===== config.mk =====
export PLATFORM = sky130hd
export DESIGN_NAME = pbx_call_state_controller
export DESIGN_NICKNAME = d
export VERILOG_FILES = /design/src/rtl/pbxc_pkg.sv /design/src/rtl/pbxc_line_table.sv /design/src/rtl/pbx_call_state_controller.sv
export SDC_FILE = /design/constraint.sdc
export NUM_CORES = 1
export LEC_CHECK = 0
export ABC_AREA = 0
export BUFFER_PORTS_ARGS = -buffer_cell sky130_fd_sc_hd__buf_2
export CORE_AREA = 5 5 219 433
export CTS_CLUSTER_SIZE = 8
export DETAILED_ROUTE_END_ITERATION = 7
export DIE_AREA = 0 0 224 438
export GPL_TIMING_DRIVEN = 0
export SLEW_MARGIN = 5
export SYNTH_ARGS = -nofsm -noshare
export SYNTH_HDL_FRONTEND = slang
export SYNTH_SLANG_ARGS = --single-unit

===== constraint.sdc =====
create_clock -name clk -period 6 [get_ports clk]
set_input_delay 0.3 -clock clk [delete_from_list [all_inputs] [get_ports clk]]
set_output_delay 0.3 -clock clk [all_outputs]
set_load 0.01 [all_outputs]

===== src/rtl/pbxc_pkg.sv =====
// pbxc_pkg: shared types, codes and helpers of the pbx call state controller
// depends on nothing; used by pbxc_line_table and pbx_call_state_controller
`default_nettype none

package pbxc_pkg;

    localparam int UNIT_W   = 6;
    localparam int TARGET_W = 7;
    localparam int ACTION_W = 3;
    localparam int STATE_W  = 3;

    // action codes
    localparam logic [ACTION_W-1:0] ACT_REGISTER   = 3'd0;
    localparam logic [ACTION_W-1:0] ACT_UNREGISTER = 3'd1;
    localparam logic [ACTION_W-1:0] ACT_PICKUP     = 3'd2;
    localparam logic [ACTION_W-1:0] ACT_HANGUP     = 3'd3;
    localparam logic [ACTION_W-1:0] ACT_DIAL       = 3'd4;
    localparam logic [ACTION_W-1:0] ACT_CHAT       = 3'd5;

    // line states
    localparam logic [STATE_W-1:0] LS_ON_HOOK   = 3'd0;
    localparam logic [STATE_W-1:0] LS_RINGING   = 3'd1;
    localparam logic [STATE_W-1:0] LS_DIAL_TONE = 3'd2;
    localparam logic [STATE_W-1:0] LS_RING_BACK = 3'd3;
    localparam logic [STATE_W-1:0] LS_BUSY      = 3'd4;
    localparam logic [STATE_W-1:0] LS_CONNECTED = 3'd5;
    localparam logic [STATE_W-1:0] LS_ERROR     = 3'd6;

    // sequencer states
    typedef enum logic [2:0] {
        S_IDLE,
        S_FIND,
        S_ACT,
        S_SEC,
        S_WR2
    } seq_state_t;

    // one line table entry
    typedef struct packed {
        logic [STATE_W-1:0] mode;
        logic [UNIT_W-1:0]  peer;
    } entry_t;

    // write side of the line table
    typedef struct packed {
        logic              wr_en;
        logic [UNIT_W-1:0] wr_addr;
        entry_t            wr_data;
        logic              set_used;
        logic              clr_used;
        logic [UNIT_W-1:0] used_addr;
    } tbl_cmd_t;

    // number shown on the display for a given state
    function automatic logic [UNIT_W-1:0] shown_of(
        input logic [UNIT_W-1:0]  own,
        input logic [STATE_W-1:0] mode,
        input logic [UNIT_W-1:0]  peer
    );
        logic [UNIT_W-1:0] r;
        r = '0;
        if (mode == LS_ON_HOOK)
        begin
            r = own;
        end
        else if (mode == LS_CONNECTED)
        begin
            r = peer;
        end
        return r;
    endfunction

endpackage

`default_nettype wire


===== src/rtl/pbxc_line_table.sv =====
// pbxc_line_table: extension table, used flags in flops plus a mode/peer memory
// depends on pbxc_pkg
`default_nettype none

module pbxc_line_table #(
    parameter int DEPTH = 64,
    parameter int AW    = 6
) (
    input  wire logic                     clk,
    input  wire logic                     rst_n,
    input  wire pbxc_pkg::tbl_cmd_t       cmd,
    input  wire logic [pbxc_pkg::UNIT_W-1:0] rd_addr,
    output pbxc_pkg::entry_t              rd_data,
    output logic [DEPTH-1:0]              used
);

    pbxc_pkg::entry_t  mem [DEPTH];
    pbxc_pkg::entry_t  rd_data_reg;
    logic [DEPTH-1:0]  used_reg;

    // used flags reset to free
    always_ff @(posedge clk or negedge rst_n)
    begin
        if (!rst_n)
        begin
            used_reg <= '0;
        end
        else if (cmd.set_used)
        begin
            used_reg[cmd.used_addr[AW-1:0]] <= 1'b1;
        end
        else if (cmd.clr_used)
        begin
            used_reg[cmd.used_addr[AW-1:0]] <= 1'b0;
        end
    end

    // entries are always written by register before they are read as used
    always_ff @(posedge clk)
    begin
        if (cmd.wr_en)
        begin
            mem[cmd.wr_addr[AW-1:0]] <= cmd.wr_data;
        end
        rd_data_reg <= mem[rd_addr[AW-1:0]];
    end

    assign rd_data = rd_data_reg;
    assign used    = used_reg;

endmodule

`default_nettype wire


===== src/rtl/pbx_call_state_controller.sv =====
// pbx_call_state_controller: top level, action sequencer and notice output
// depends on pbxc_pkg and pbxc_line_table
`default_nettype none

// Line-state controller for a small switch. A command beat is taken when start
// is high and busy is low. Each action produces zero, one or two notices;
// pickup, hangup, dial and chat write the actor and, if changed, its peer or
// target in a table memory with one read and one write port. Each notice is
// on the notice ports for exactly one cycle with notice_strobe high, the
// actor's notice first, and last marks the final notice of the action. There
// is no back pressure: the receiver must take every notice beat. Unregister
// and ignored commands never leave S_IDLE; register passes S_FIND (two-level
// free-slot search over the used flags); pickup, hangup, dial and chat pass
// S_ACT, S_SEC and, with a second notice, S_WR2, following the memory
// accesses: actor read, peer or target read, actor write, peer write. Only
// extensions below min(MAX_EXTENSIONS, 64) exist.

module pbx_call_state_controller #(
    parameter int MAX_EXTENSIONS = 64
) (
    input  wire logic                          clk,
    input  wire logic                          rst_n,
    input  wire logic                          start,
    output logic                               busy,
    input  wire logic [pbxc_pkg::ACTION_W-1:0] action,
    input  wire logic [pbxc_pkg::UNIT_W-1:0]   unit,
    input  wire logic [pbxc_pkg::TARGET_W-1:0] target,
    output logic                               notice_strobe,
    output logic [pbxc_pkg::UNIT_W-1:0]        notice_unit,
    output logic [pbxc_pkg::STATE_W-1:0]       line_state,
    output logic [pbxc_pkg::UNIT_W-1:0]        shown_number,
    output logic                               chat_delivery,
    output logic                               failed,
    output logic                               last
);

    // table depth: unit can only name the first 64 slots
    localparam int DEPTH = (MAX_EXTENSIONS < 64) ? MAX_EXTENSIONS : 64;
    localparam int AW    = $clog2(DEPTH);
    localparam int PAD   = 1 << AW;
    localparam int NGRP  = (DEPTH + 7) / 8;
    localparam int GW    = (NGRP > 1) ? $clog2(NGRP) : 1;
    localparam int FP    = NGRP * 8;
    localparam logic [pbxc_pkg::TARGET_W-1:0] DEPTH_W = pbxc_pkg::TARGET_W'(DEPTH);

    // sequencer and command registers
    pbxc_pkg::seq_state_t state_reg, state_next;
    logic [pbxc_pkg::ACTION_W-1:0] act_reg, act_next;
    logic [pbxc_pkg::UNIT_W-1:0]   unit_reg, unit_next;
    logic [pbxc_pkg::TARGET_W-1:0] tgt_reg, tgt_next;
    logic [GW-1:0]                 grp_reg, grp_next;
    logic                          grp_any_reg, grp_any_next;

    // actor entry as read
    logic [pbxc_pkg::STATE_W-1:0]  m_reg, m_next;
    logic [pbxc_pkg::UNIT_W-1:0]   p_reg, p_next;
    logic                          peer_ok_reg, peer_ok_next;
    logic                          tgt_ok_reg, tgt_ok_next;
    logic [pbxc_pkg::UNIT_W-1:0]   sec_addr_reg, sec_addr_next;

    // second entry update, written in the cycle after the actor write
    logic [pbxc_pkg::STATE_W-1:0]  sec_mode_reg, sec_mode_next;
    logic [pbxc_pkg::UNIT_W-1:0]   sec_peer_reg, sec_peer_next;
    logic                          sec_chat_reg, sec_chat_next;

    // notice output registers
    logic                          strobe_reg, strobe_next;
    logic [pbxc_pkg::UNIT_W-1:0]   n_unit_reg, n_unit_next;
    logic [pbxc_pkg::STATE_W-1:0]  n_state_reg, n_state_next;
    logic [pbxc_pkg::UNIT_W-1:0]   n_shown_reg, n_shown_next;
    logic                          n_chat_reg, n_chat_next;
    logic                          n_fail_reg, n_fail_next;
    logic                          n_last_reg, n_last_next;

    // table interface
    pbxc_pkg::tbl_cmd_t            cmd;
    logic [pbxc_pkg::UNIT_W-1:0]   rd_addr;
    pbxc_pkg::entry_t              rd_data;
    logic [DEPTH-1:0]              used;
    logic [PAD-1:0]                used_pad;
    logic [FP-1:0]                 free_pad;

    // free slot search
    logic [GW-1:0]                 grp_first;
    logic                          grp_found;
    logic [7:0]                    grp_bits;
    logic [2:0]                    bit_first;
    logic                          bit_found;
    logic [GW+2:0]                 slot_wide;

    // action outcome in the second-read cycle
    logic [pbxc_pkg::STATE_W-1:0]  nu;
    logic [pbxc_pkg::UNIT_W-1:0]   npu;
    logic                          sec_on;
    logic [pbxc_pkg::STATE_W-1:0]  ns;
    logic [pbxc_pkg::UNIT_W-1:0]   nps;
    logic                          chat2;
    logic                          fail1;
    logic                          alias_hit;
    logic [pbxc_pkg::STATE_W-1:0]  n1_mode;
    logic [pbxc_pkg::UNIT_W-1:0]   n1_peer;

    logic                          unit_ok;
    logic                          p_live;

    pbxc_line_table #(
        .DEPTH (DEPTH),
        .AW    (AW)
    ) u_table (
        .clk     (clk),
        .rst_n   (rst_n),
        .cmd     (cmd),
        .rd_addr (rd_addr),
        .rd_data (rd_data),
        .used    (used)
    );

    assign used_pad = PAD'(used);
    assign free_pad = FP'(~used);
    assign unit_ok  = ({1'b0, unit} < DEPTH_W);
    assign p_live   = ({1'b0, rd_data.peer} < DEPTH_W) && used_pad[rd_data.peer[AW-1:0]];

    // first level of the search: first group with a free slot
    always_comb
    begin
        grp_first = '0;
        grp_found = 1'b0;
        for (int g = NGRP - 1; g >= 0; g--)
        begin
            if (|free_pad[g*8 +: 8])
            begin
                grp_first = GW'(g);
                grp_found = 1'b1;
            end
        end
    end

    // second level: first free slot inside the registered group
    assign grp_bits = free_pad[grp_reg*8 +: 8];

    always_comb
    begin
        bit_first = '0;
        bit_found = 1'b0;
        for (int j = 7; j >= 0; j--)
        begin
            if (grp_bits[j])
            begin
                bit_first = 3'(j);
                bit_found = 1'b1;
            end
        end
    end

    assign slot_wide = {grp_reg, bit_first};

    // outcome of pickup, hangup, dial and chat
    always_comb
    begin
        nu     = m_reg;
        npu    = p_reg;
        sec_on = 1'b0;
        ns     = rd_data.mode;
        nps    = rd_data.peer;
        chat2  = 1'b0;
        fail1  = 1'b0;
        case (act_reg)
            pbxc_pkg::ACT_PICKUP:
            begin
                if (m_reg == pbxc_pkg::LS_ON_HOOK)
                begin
                    nu = pbxc_pkg::LS_DIAL_TONE;
                end
                else if (m_reg == pbxc_pkg::LS_RINGING)
                begin
                    nu = pbxc_pkg::LS_CONNECTED;
                    if (peer_ok_reg)
                    begin
                        sec_on = 1'b1;
                        ns     = pbxc_pkg::LS_CONNECTED;
                    end
                end
            end
            pbxc_pkg::ACT_HANGUP:
            begin
                nu = pbxc_pkg::LS_ON_HOOK;
                if (peer_ok_reg && (m_reg == pbxc_pkg::LS_RINGING ||
                                    m_reg == pbxc_pkg::LS_CONNECTED))
                begin
                    sec_on = 1'b1;
                    ns     = pbxc_pkg::LS_DIAL_TONE;
                end
                else if (peer_ok_reg && m_reg == pbxc_pkg::LS_RING_BACK)
                begin
                    sec_on = 1'b1;
                    ns     = pbxc_pkg::LS_ON_HOOK;
                end
            end
            pbxc_pkg::ACT_DIAL:
            begin
                if (m_reg == pbxc_pkg::LS_DIAL_TONE)
                begin
                    if (!tgt_ok_reg)
                    begin
                        nu = pbxc_pkg::LS_ERROR;
                    end
                    else if (rd_data.mode == pbxc_pkg::LS_ON_HOOK)
                    begin
                        nu     = pbxc_pkg::LS_RING_BACK;
                        npu    = tgt_reg[pbxc_pkg::UNIT_W-1:0];
                        sec_on = 1'b1;
                        ns     = pbxc_pkg::LS_RINGING;
                        nps    = unit_reg;
                    end
                    else
                    begin
                        nu = pbxc_pkg::LS_BUSY;
                    end
                end
            end
            pbxc_pkg::ACT_CHAT:
            begin
                if (m_reg == pbxc_pkg::LS_CONNECTED)
                begin
                    if (peer_ok_reg)
                    begin
                        sec_on = 1'b1;
                        chat2  = 1'b1;
                    end
                end
                else
                begin
                    fail1 = 1'b1;
                end
            end
            default:
            begin
                nu = m_reg;
            end
        endcase
    end

    // a peer that is the actor itself: the later peer write wins
    assign alias_hit = sec_on && (sec_addr_reg == unit_reg);
    assign n1_mode   = alias_hit ? ns  : nu;
    assign n1_peer   = alias_hit ? nps : npu;

    always_ff @(posedge clk or negedge rst_n)
    begin
        if (!rst_n)
        begin
            state_reg  <= pbxc_pkg::S_IDLE;
            strobe_reg <= 1'b0;
        end
        else
        begin
            state_reg  <= state_next;
            strobe_reg <= strobe_next;
        end
    end

    always_ff @(posedge clk)
    begin
        act_reg      <= act_next;
        unit_reg     <= unit_next;
        tgt_reg      <= tgt_next;
        grp_reg      <= grp_next;
        grp_any_reg  <= grp_any_next;
        m_reg        <= m_next;
        p_reg        <= p_next;
        peer_ok_reg  <= peer_ok_next;
        tgt_ok_reg   <= tgt_ok_next;
        sec_addr_reg <= sec_addr_next;
        sec_mode_reg <= sec_mode_next;
        sec_peer_reg <= sec_peer_next;
        sec_chat_reg <= sec_chat_next;
        n_unit_reg   <= n_unit_next;
        n_state_reg  <= n_state_next;
        n_shown_reg  <= n_shown_next;
        n_chat_reg   <= n_chat_next;
        n_fail_reg   <= n_fail_next;
        n_last_reg   <= n_last_next;
    end

    // sequencer
    always_comb
    begin
        state_next    = state_reg;
        act_next      = act_reg;
        unit_next     = unit_reg;
        tgt_next      = tgt_reg;
        grp_next      = grp_reg;
        grp_any_next  = grp_any_reg;
        m_next        = m_reg;
        p_next        = p_reg;
        peer_ok_next  = peer_ok_reg;
        tgt_ok_next   = tgt_ok_reg;
        sec_addr_next = sec_addr_reg;
        sec_mode_next = sec_mode_reg;
        sec_peer_next = sec_peer_reg;
        sec_chat_next = sec_chat_reg;
        strobe_next   = 1'b0;
        n_unit_next   = n_unit_reg;
        n_state_next  = n_state_reg;
        n_shown_next  = n_shown_reg;
        n_chat_next   = n_chat_reg;
        n_fail_next   = n_fail_reg;
        n_last_next   = n_last_reg;
        cmd           = '0;
        rd_addr       = unit;

        unique case (state_reg)
            pbxc_pkg::S_IDLE:
            begin
                // actor entry read starts on the accepting edge
                if (start)
                begin
                    act_next = action;
                    unit_next = unit;
                    tgt_next = target;
                    case (action)
                        pbxc_pkg::ACT_REGISTER:
                        begin
                            grp_next     = grp_first;
                            grp_any_next = grp_found;
                            state_next   = pbxc_pkg::S_FIND;
                        end
                        pbxc_pkg::ACT_UNREGISTER:
                        begin
                            cmd.clr_used  = unit_ok;
                            cmd.used_addr = unit;
                        end
                        pbxc_pkg::ACT_PICKUP, pbxc_pkg::ACT_HANGUP,
                        pbxc_pkg::ACT_DIAL, pbxc_pkg::ACT_CHAT:
                        begin
                            if (unit_ok && used_pad[unit[AW-1:0]])
                            begin
                                state_next = pbxc_pkg::S_ACT;
                            end
                        end
                        default:
                        begin
                            state_next = pbxc_pkg::S_IDLE;
                        end
                    endcase
                end
            end
            pbxc_pkg::S_FIND:
            begin
                strobe_next = 1'b1;
                n_chat_next = 1'b0;
                n_last_next = 1'b1;
                if (grp_any_reg && bit_found)
                begin
                    cmd.set_used      = 1'b1;
                    cmd.used_addr     = pbxc_pkg::UNIT_W'(slot_wide);
                    cmd.wr_en         = 1'b1;
                    cmd.wr_addr       = pbxc_pkg::UNIT_W'(slot_wide);
                    cmd.wr_data.mode  = pbxc_pkg::LS_ON_HOOK;
                    cmd.wr_data.peer  = '0;
                    n_unit_next       = pbxc_pkg::UNIT_W'(slot_wide);
                    n_state_next      = pbxc_pkg::LS_ON_HOOK;
                    n_shown_next      = pbxc_pkg::UNIT_W'(slot_wide);
                    n_fail_next       = 1'b0;
                end
                else
                begin
                    // table full
                    n_unit_next  = '0;
                    n_state_next = pbxc_pkg::LS_ERROR;
                    n_shown_next = '0;
                    n_fail_next  = 1'b1;
                end
                state_next = pbxc_pkg::S_IDLE;
            end
            pbxc_pkg::S_ACT:
            begin
                // actor entry is here; fetch the target for dial, else the peer
                m_next       = rd_data.mode;
                p_next       = rd_data.peer;
                peer_ok_next = p_live;
                tgt_ok_next  = (tgt_reg < DEPTH_W) && used_pad[tgt_reg[AW-1:0]];
                if (act_reg == pbxc_pkg::ACT_DIAL)
                begin
                    sec_addr_next = tgt_reg[pbxc_pkg::UNIT_W-1:0];
                end
                else
                begin
                    sec_addr_next = rd_data.peer;
                end
                rd_addr    = sec_addr_next;
                state_next = pbxc_pkg::S_SEC;
            end
            pbxc_pkg::S_SEC:
            begin
                // actor write-back and actor notice
                cmd.wr_en        = 1'b1;
                cmd.wr_addr      = unit_reg;
                cmd.wr_data.mode = nu;
                cmd.wr_data.peer = npu;
                strobe_next      = 1'b1;
                n_unit_next      = unit_reg;
                n_state_next     = n1_mode;
                n_shown_next     = pbxc_pkg::shown_of(unit_reg, n1_mode, n1_peer);
                n_chat_next      = 1'b0;
                n_fail_next      = fail1;
                n_last_next      = !sec_on;
                sec_mode_next    = ns;
                sec_peer_next    = nps;
                sec_chat_next    = chat2;
                state_next       = sec_on ? pbxc_pkg::S_WR2 : pbxc_pkg::S_IDLE;
            end
            pbxc_pkg::S_WR2:
            begin
                // peer or target write-back and its notice
                cmd.wr_en        = 1'b1;
                cmd.wr_addr      = sec_addr_reg;
                cmd.wr_data.mode = sec_mode_reg;
                cmd.wr_data.peer = sec_peer_reg;
                strobe_next      = 1'b1;
                n_unit_next      = sec_addr_reg;
                n_state_next     = sec_mode_reg;
                n_shown_next     = pbxc_pkg::shown_of(sec_addr_reg, sec_mode_reg,
                                                      sec_peer_reg);
                n_chat_next      = sec_chat_reg;
                n_fail_next      = 1'b0;
                n_last_next      = 1'b1;
                state_next       = pbxc_pkg::S_IDLE;
            end
            default:
            begin
                state_next = pbxc_pkg::S_IDLE;
            end
        endcase
    end

    assign busy          = (state_reg != pbxc_pkg::S_IDLE);
    assign notice_strobe = strobe_reg;
    assign notice_unit   = n_unit_reg;
    assign line_state    = n_state_reg;
    assign shown_number  = n_shown_reg;
    assign chat_delivery = n_chat_reg;
    assign failed        = n_fail_reg;
    assign last          = n_last_reg;

    // a non-final notice is always followed by the second one in the next cycle
    a_second_follows: assert property (@(posedge clk) disable iff (!rst_n)
        (strobe_reg && !n_last_reg) |=> (strobe_reg && n_last_reg))
        else $error("second notice beat missing");

    // after the final notice of a command the next beat needs work cycles first
    a_gap_after_last: assert property (@(posedge clk) disable iff (!rst_n)
        (strobe_reg && n_last_reg) |=> !strobe_reg)
        else $error("notice beat without work cycle");

    // failures only ever come as a single notice
    a_fail_single: assert property (@(posedge clk) disable iff (!rst_n)
        (strobe_reg && n_fail_reg) |-> (n_last_reg && !n_chat_reg))
        else $error("failed notice not alone");

    // chat delivery is the peer notice, so it follows an actor notice
    a_chat_second: assert property (@(posedge clk) disable iff (!rst_n)
        (strobe_reg && n_chat_reg) |-> ($past(strobe_reg) && !$past(n_last_reg)))
        else $error("chat delivery without actor notice");

    // peer write only ever follows the actor write-back
    a_wr2_order: assert property (@(posedge clk) disable iff (!rst_n)
        (state_reg == pbxc_pkg::S_WR2) |-> ($past(state_reg) == pbxc_pkg::S_SEC))
        else $error("peer write out of order");

endmodule

`default_nettype wire


# Word level (Yosys, flattened, before mapping)
# Memories as Yosys holds them, arrays and structs flattened. A register that Yosys moved wholly into a read port is not among the register bits.
# Cells that the tools add are included.
classes:
  add_sub_neg: 0
  mul: 0
  div_mod_pow: 0
  n_lt_le_gt_ge: 6
  n_eq_ne: 23
  shifts: 1
  n_mux: 101
  bitwise: 4
  reduce_logical: 37
op_table:
  columns: ["operator", "n"]
  rows:
  - ["64-bit 2-to-1 mux", 2]
  - ["64-bit inverter", 2]
  - ["6-bit 2-to-1 mux", 16]
  - ["3-bit 2-to-1 mux", 30]
  - ["64-bit AND", 1]
  - ["64-bit OR", 1]
  - ["8-bit OR reduction", 8]
  - ["64-bit by 7-bit variable part select with 8-bit output", 1]
  - ["56-bit OR reduction", 1]
  - ["16-bit case mux with 3 select lines", 1]
  - ["3-bit case mux with 3 select lines", 5]
  - ["6-bit case mux with 3 select lines", 2]
  - ["32-bit OR reduction", 1]
  - ["1-bit 2-to-1 mux", 31]
  - ["6-bit by 7-bit < comparator with 1-bit output (second input constant)", 4]
  - ["3-bit by 2-bit == test with 1-bit output (second input constant)", 8]
  - ["3-bit == test (second input constant)", 8]
  - ["1-bit binary-select mux with 6-bit select", 3]
  - ["3-bit logical NOT", 6]
  - ["17-bit 2-to-1 mux", 1]
  - ["16-bit OR reduction", 1]
  - ["7-bit 2-to-1 mux", 2]
  - ["6-bit case mux with 2 select lines", 1]
  - ["3-bit by 1-bit == test with 1-bit output (second input constant)", 3]
  - ["other kinds (20)", 33]
word_totals:
  reg_bits: 133
  latch_bits: 0
  mem_bits_rw: 576
  romBits: 0
  inputBits: 19
  output_inout_bits: 20
  word_cells: 197
  n_memories: 1
mem_list:
  columns: ["name", "words", "word_bits", "rd", "rd_clocked_by_memory_dff", "wr", "line_no", "source"]
  rows:
  - ["u_table.mem", 64, 9, 1, 1, 1, "pbxc_line_table.sv:17", "pbxc_pkg::entry_t mem [DEPTH];"]

# Depth between registers and ports, before layout
logic_depth:
  word_depth: 21
  depth_mapped: 13

# Cells and area by module
# A second synthesis with hierarchy kept.
hier_totals:
  cells_unflattened: 1774
  hier_area_um2: 31365.1
by_module_without_submodules:
  columns: ["mod", "instances", "cells_each", "area_per_inst_um2", "seq_area_each_um2"]
  rows:
  - ["pbxc_line_table", 1, 1285, 25365.6, 19078.3]
  - ["pbx_call_state_controller", 1, 489, 5999.5, 2052.0]

# Worst setup path after synthesis
# No wires, ideal clock.
synth_path:
  path_kind: "reg-to-reg"
  from: "reg act_reg[1] in the netlist's numbering"
  to: "mem u_table.mem[0][1] in the netlist's numbering, data pin"
  setup_ps: 702
  t_arrival_ps: 4315
  slack_ps: 983
  stages_incl_launch_ff: 7
  path_buffers: 2
  path_cell_list: "edfxtp_1 -> nor3b_1 -> buf_2 -> nand4_1 -> clkbuf_1 -> mux2i_1 -> o21ai_0"
synth_lines:
  columns: ["item", "line_no", "source"]
  rows:
  - ["from (decl)", "pbx_call_state_controller.sv:48", "logic [pbxc_pkg::ACTION_W-1:0] act_reg, act_next;"]
  - ["from (signal assigned)", "pbx_call_state_controller.sv:264", "act_reg <= act_next;"]
  - ["to (decl)", "pbxc_line_table.sv:17", null]

# Worst setup path after layout
layout_path:
  from: "reg act_reg[1] in the netlist's numbering"
  to: "reg u_table.rd_data[8] (netlist name)"
layout_via:
  elab_chain_cells: 3
layout_rtl:
  columns: ["item", "line_no", "source"]
  rows:
  - ["3-bit == test", "pbx_call_state_controller.sv:383", "if (act_reg == pbxc_pkg::ACT_DIAL)"]
  - ["6-bit 2-to-1 mux", "pbx_call_state_controller.sv:383", null]
  - ["6-bit 2-to-1 mux", "pbx_call_state_controller.sv:312", "unique case (state_reg)"]
# Every way passes these cells.
# A chain may end at the register's enable or synchronous reset.

==> metrics.txt <==
Post-Syn Area 0.0315 sq mm; DRC 0; wire length per cell 28.7 um; Cell Area, Placed 0.0337 sq mm; max_slew headroom 1.88%; skew final 0.0310 ns; Antenna Nets Post-Route 0; final std cells w/o fill 3,649; fin nets 2,438; clock sink count 718; status complete, no violations; min cycle time layout 5.73 ns; post-synth top area cell edfxtp_1; first-pass GRT wire length 151 mm; clk_lat worst skew 0.69 ns; startpoint types register; RSZ-0062 raised after global routing false; unique cell type count in the Yosys netlist 76; vias per cell 5.71; vias post-DR 20,847; GPL Wtd Cong 1.06; max reg flops 576; syn_nets 2,257; number of max-slew violations in the final report 0; number of synthesized flops with an enable pin 641; TritonCTS clock tree yes; CP max FO 10; Cell Count Post-Placement 3,492; Setup-failing EPs final 0; All-Layer GR Usage 21.0%; Die H 438 um; Hold Path Class input port to async pin; async set or reset register ratio after synthesis 9.47%; clock root cell clkbuf_16; Total Power 15.4 mW; setup total negative slack 0 ns; Crit path arrival time 6.34 ns; pin count of the biggest net entering global routing 56; VDD IR max 0.253 mV; Initial Utilization 34.5%; Mapped Cells 2,238; Worst Reg-to-Reg Cells 12; Post-Route WL 105 mm; register area share after synthesis 67.1%; Synth Warn # 0; DP Wirelength 78.4 mm; worst slew pin tran 1.47 ns; final hold vios 0; top cell type's share of synthesized area 61.1%; Worst EP required 6.62 ns; LEAKAGE 12.2 nW; Seq cells post-synth 718; CP Class register to register; Horiz. Die Dim 224 um; share of layout cells above drive strength 1 15.4%; multi-input logic area 0.00994 sq mm; TritonRoute pass-1 iters 5; Fin Hold WS 0.0370 ns; CP endpoint kind register; top post-synthesis cells by area edfxtp_1 (61%), mux4_2 (8.1%), dfrtp_1 (5.4%); htree depth 3; pwr/cell area 421 mW/mm^2; Post-Route Utilization 40.2%; initial antenna violation count 0; I/O Buffers 38; 1st-iter DRT viols 1,661; post-route cell area 0.0367 sq mm; Setup Buffers After CTS 0; register area 0.0211 sq mm; die area 0.0981 sq mm; worst setup slack after layout 0.271 ns; core area 0.0913 sq mm; count leader, synth edfxtp_1; clock transition at the registers of the reported paths 0.06 ns; TritonCTS Buffers 99; vias in the first global route 21,983; syn_area_per_cell 14.1 sq um; Boundary Pins 39; ant diodes 0; Top FF cell, synth edfxtp_1; Overflow after GRT 0; fillers 8,374; row count 157; Commonest cells post-synth edfxtp_1 (641), nand2_1 (439), clkbuf_1 (115); Max Root-Sink Buffers 3; FMAX 175 MHz; layout overhead on the synthesized area 16.4%; Place WS 0.331 ns; max cap viols 0; final period utilization 95.5%
logic make-up (layout without fill, tap and decap cells):
logic type,Yosys count,count (layout),synth area share (%)
and+or+nand+nor,767,767,11.0
buffers and inverters,153,372,1.91
DFF,718,718,67.1
muxes,188,188,10.7
xor gates and xnor gates,6,6,0.167
AOI/OAI and AO/OA,406,406,9.19
critical path, cell delays in order, from the launching register on:
cell and delay (ns):
edfxtp_1 0.53, nor3b_1 0.46, buf_2 0.33, o211ai_1 0.17
nand2_2 0.45, clkbuf_1 0.68, clkbuf_1 0.64, clkbuf_1 0.86
nand2_1 0.12, a31oi_1 0.24, o2111ai_1 0.33, a22oi_1 0.55
mux2_2 0.24
cells in the final DEF, fill, tap and decap left out, types with 5 or more instances in the layout:
cell type | synthesis | layout
mux2_2 | 22 | 22
dfrtp_1 | 68 | 68
nor2_1 | 93 | 93
nand4_1 | 22 | 22
clkbuf_16 | 0 | 99
nor3_1 | 5 | 5
clkbuf_1 | 115 | 146
nand2_1 | 439 | 439
and3_1 | 42 | 42
a31oi_1 | 36 | 36
o41ai_1 | 29 | 29
dfxtp_1 | 9 | 9
nand3_1 | 98 | 98
nor2b_1 | 12 | 12
nand2b_1 | 6 | 6
mux2i_1 | 20 | 20
buf_2 | 19 | 64
a211oi_1 | 39 | 39
edfxtp_1 | 641 | 641
a21oi_1 | 96 | 96
o2111ai_1 | 36 | 36
and2_1 | 18 | 18
buf_1 | 7 | 7
a2111oi_0 | 36 | 16
inv_1 | 11 | 11
mux2_1 | 32 | 32
o21ai_4 | 0 | 6
a2111oi_2 | 0 | 13
buf_12 | 0 | 12
mux4_2 | 114 | 114
o21ai_0 | 23 | 17
o21ai_1 | 30 | 30
a31o_2 | 5 | 5
dlygate4sd3_1 | 0 | 18
a2111oi_1 | 0 | 7
a22oi_1 | 33 | 33
cell type report:
| type | instances | share of cell area, % |
|---|---|---|
| Tap cell | 1192 | 4.07 |
| Sequential cell | 718 | 57.6 |
| Buffer | 142 | 1.53 |
| Multi-Input combinational cell | 1367 | 27.1 |
| Timing Repair Buffer | 80 | 2.08 |
| Clock inverter | 8 | 0.440 |
| Clock buffer | 131 | 7.08 |
| Inverter | 11 | 0.113 |
power breakdown:
group / total, mW / internal (mW) / switching [mW] / leakage, nW
clock: 5.08 / 2.99 / 2.09 / 1.32
combinational: 4.46 / 1.30 / 3.15 / 4.39
sequential: 5.89 / 5.72 / 0.179 / 6.46
timing repair:
item | in CTS | in global routing
gates resized for setup | 0 | 0
hold buffers | 18 | 0
hold endpoints to repair | 86 | 0
endpoints found under the setup margin | 0 | 0
path summary, 6_finish.rpt:
kind                                               to  slack, ns                  startpoint
setup / recovery           u_table.rd_data[8]$_DFF_P_       0.27        act_reg[1]$_DFFE_PP_
hold / removal                              async pin       0.04                       rst_n
setup reg to reg           u_table.rd_data[8]$_DFF_P_       0.27        act_reg[1]$_DFFE_PP_
hold reg to reg                    p_reg[2]$_DFFE_PP_       0.44  u_table.rd_data[2]$_DFF_P_
max in group asynchronous                   async pin       5.39                       rst_n
min in group clk                 tgt_reg[1]$_DFFE_PP_       0.34                   target[1]
metal layers:
metal	up-vias	part of all wire (%)	GRT usage (%)
li1	9101	-	-
met1	10496	30	18.8
met2	884	55	39.7
met3	366	4.4	3.27
met4	0	11	18.5
met5	-	0	0
No activity file was read; power rests on OpenSTA's default activity.
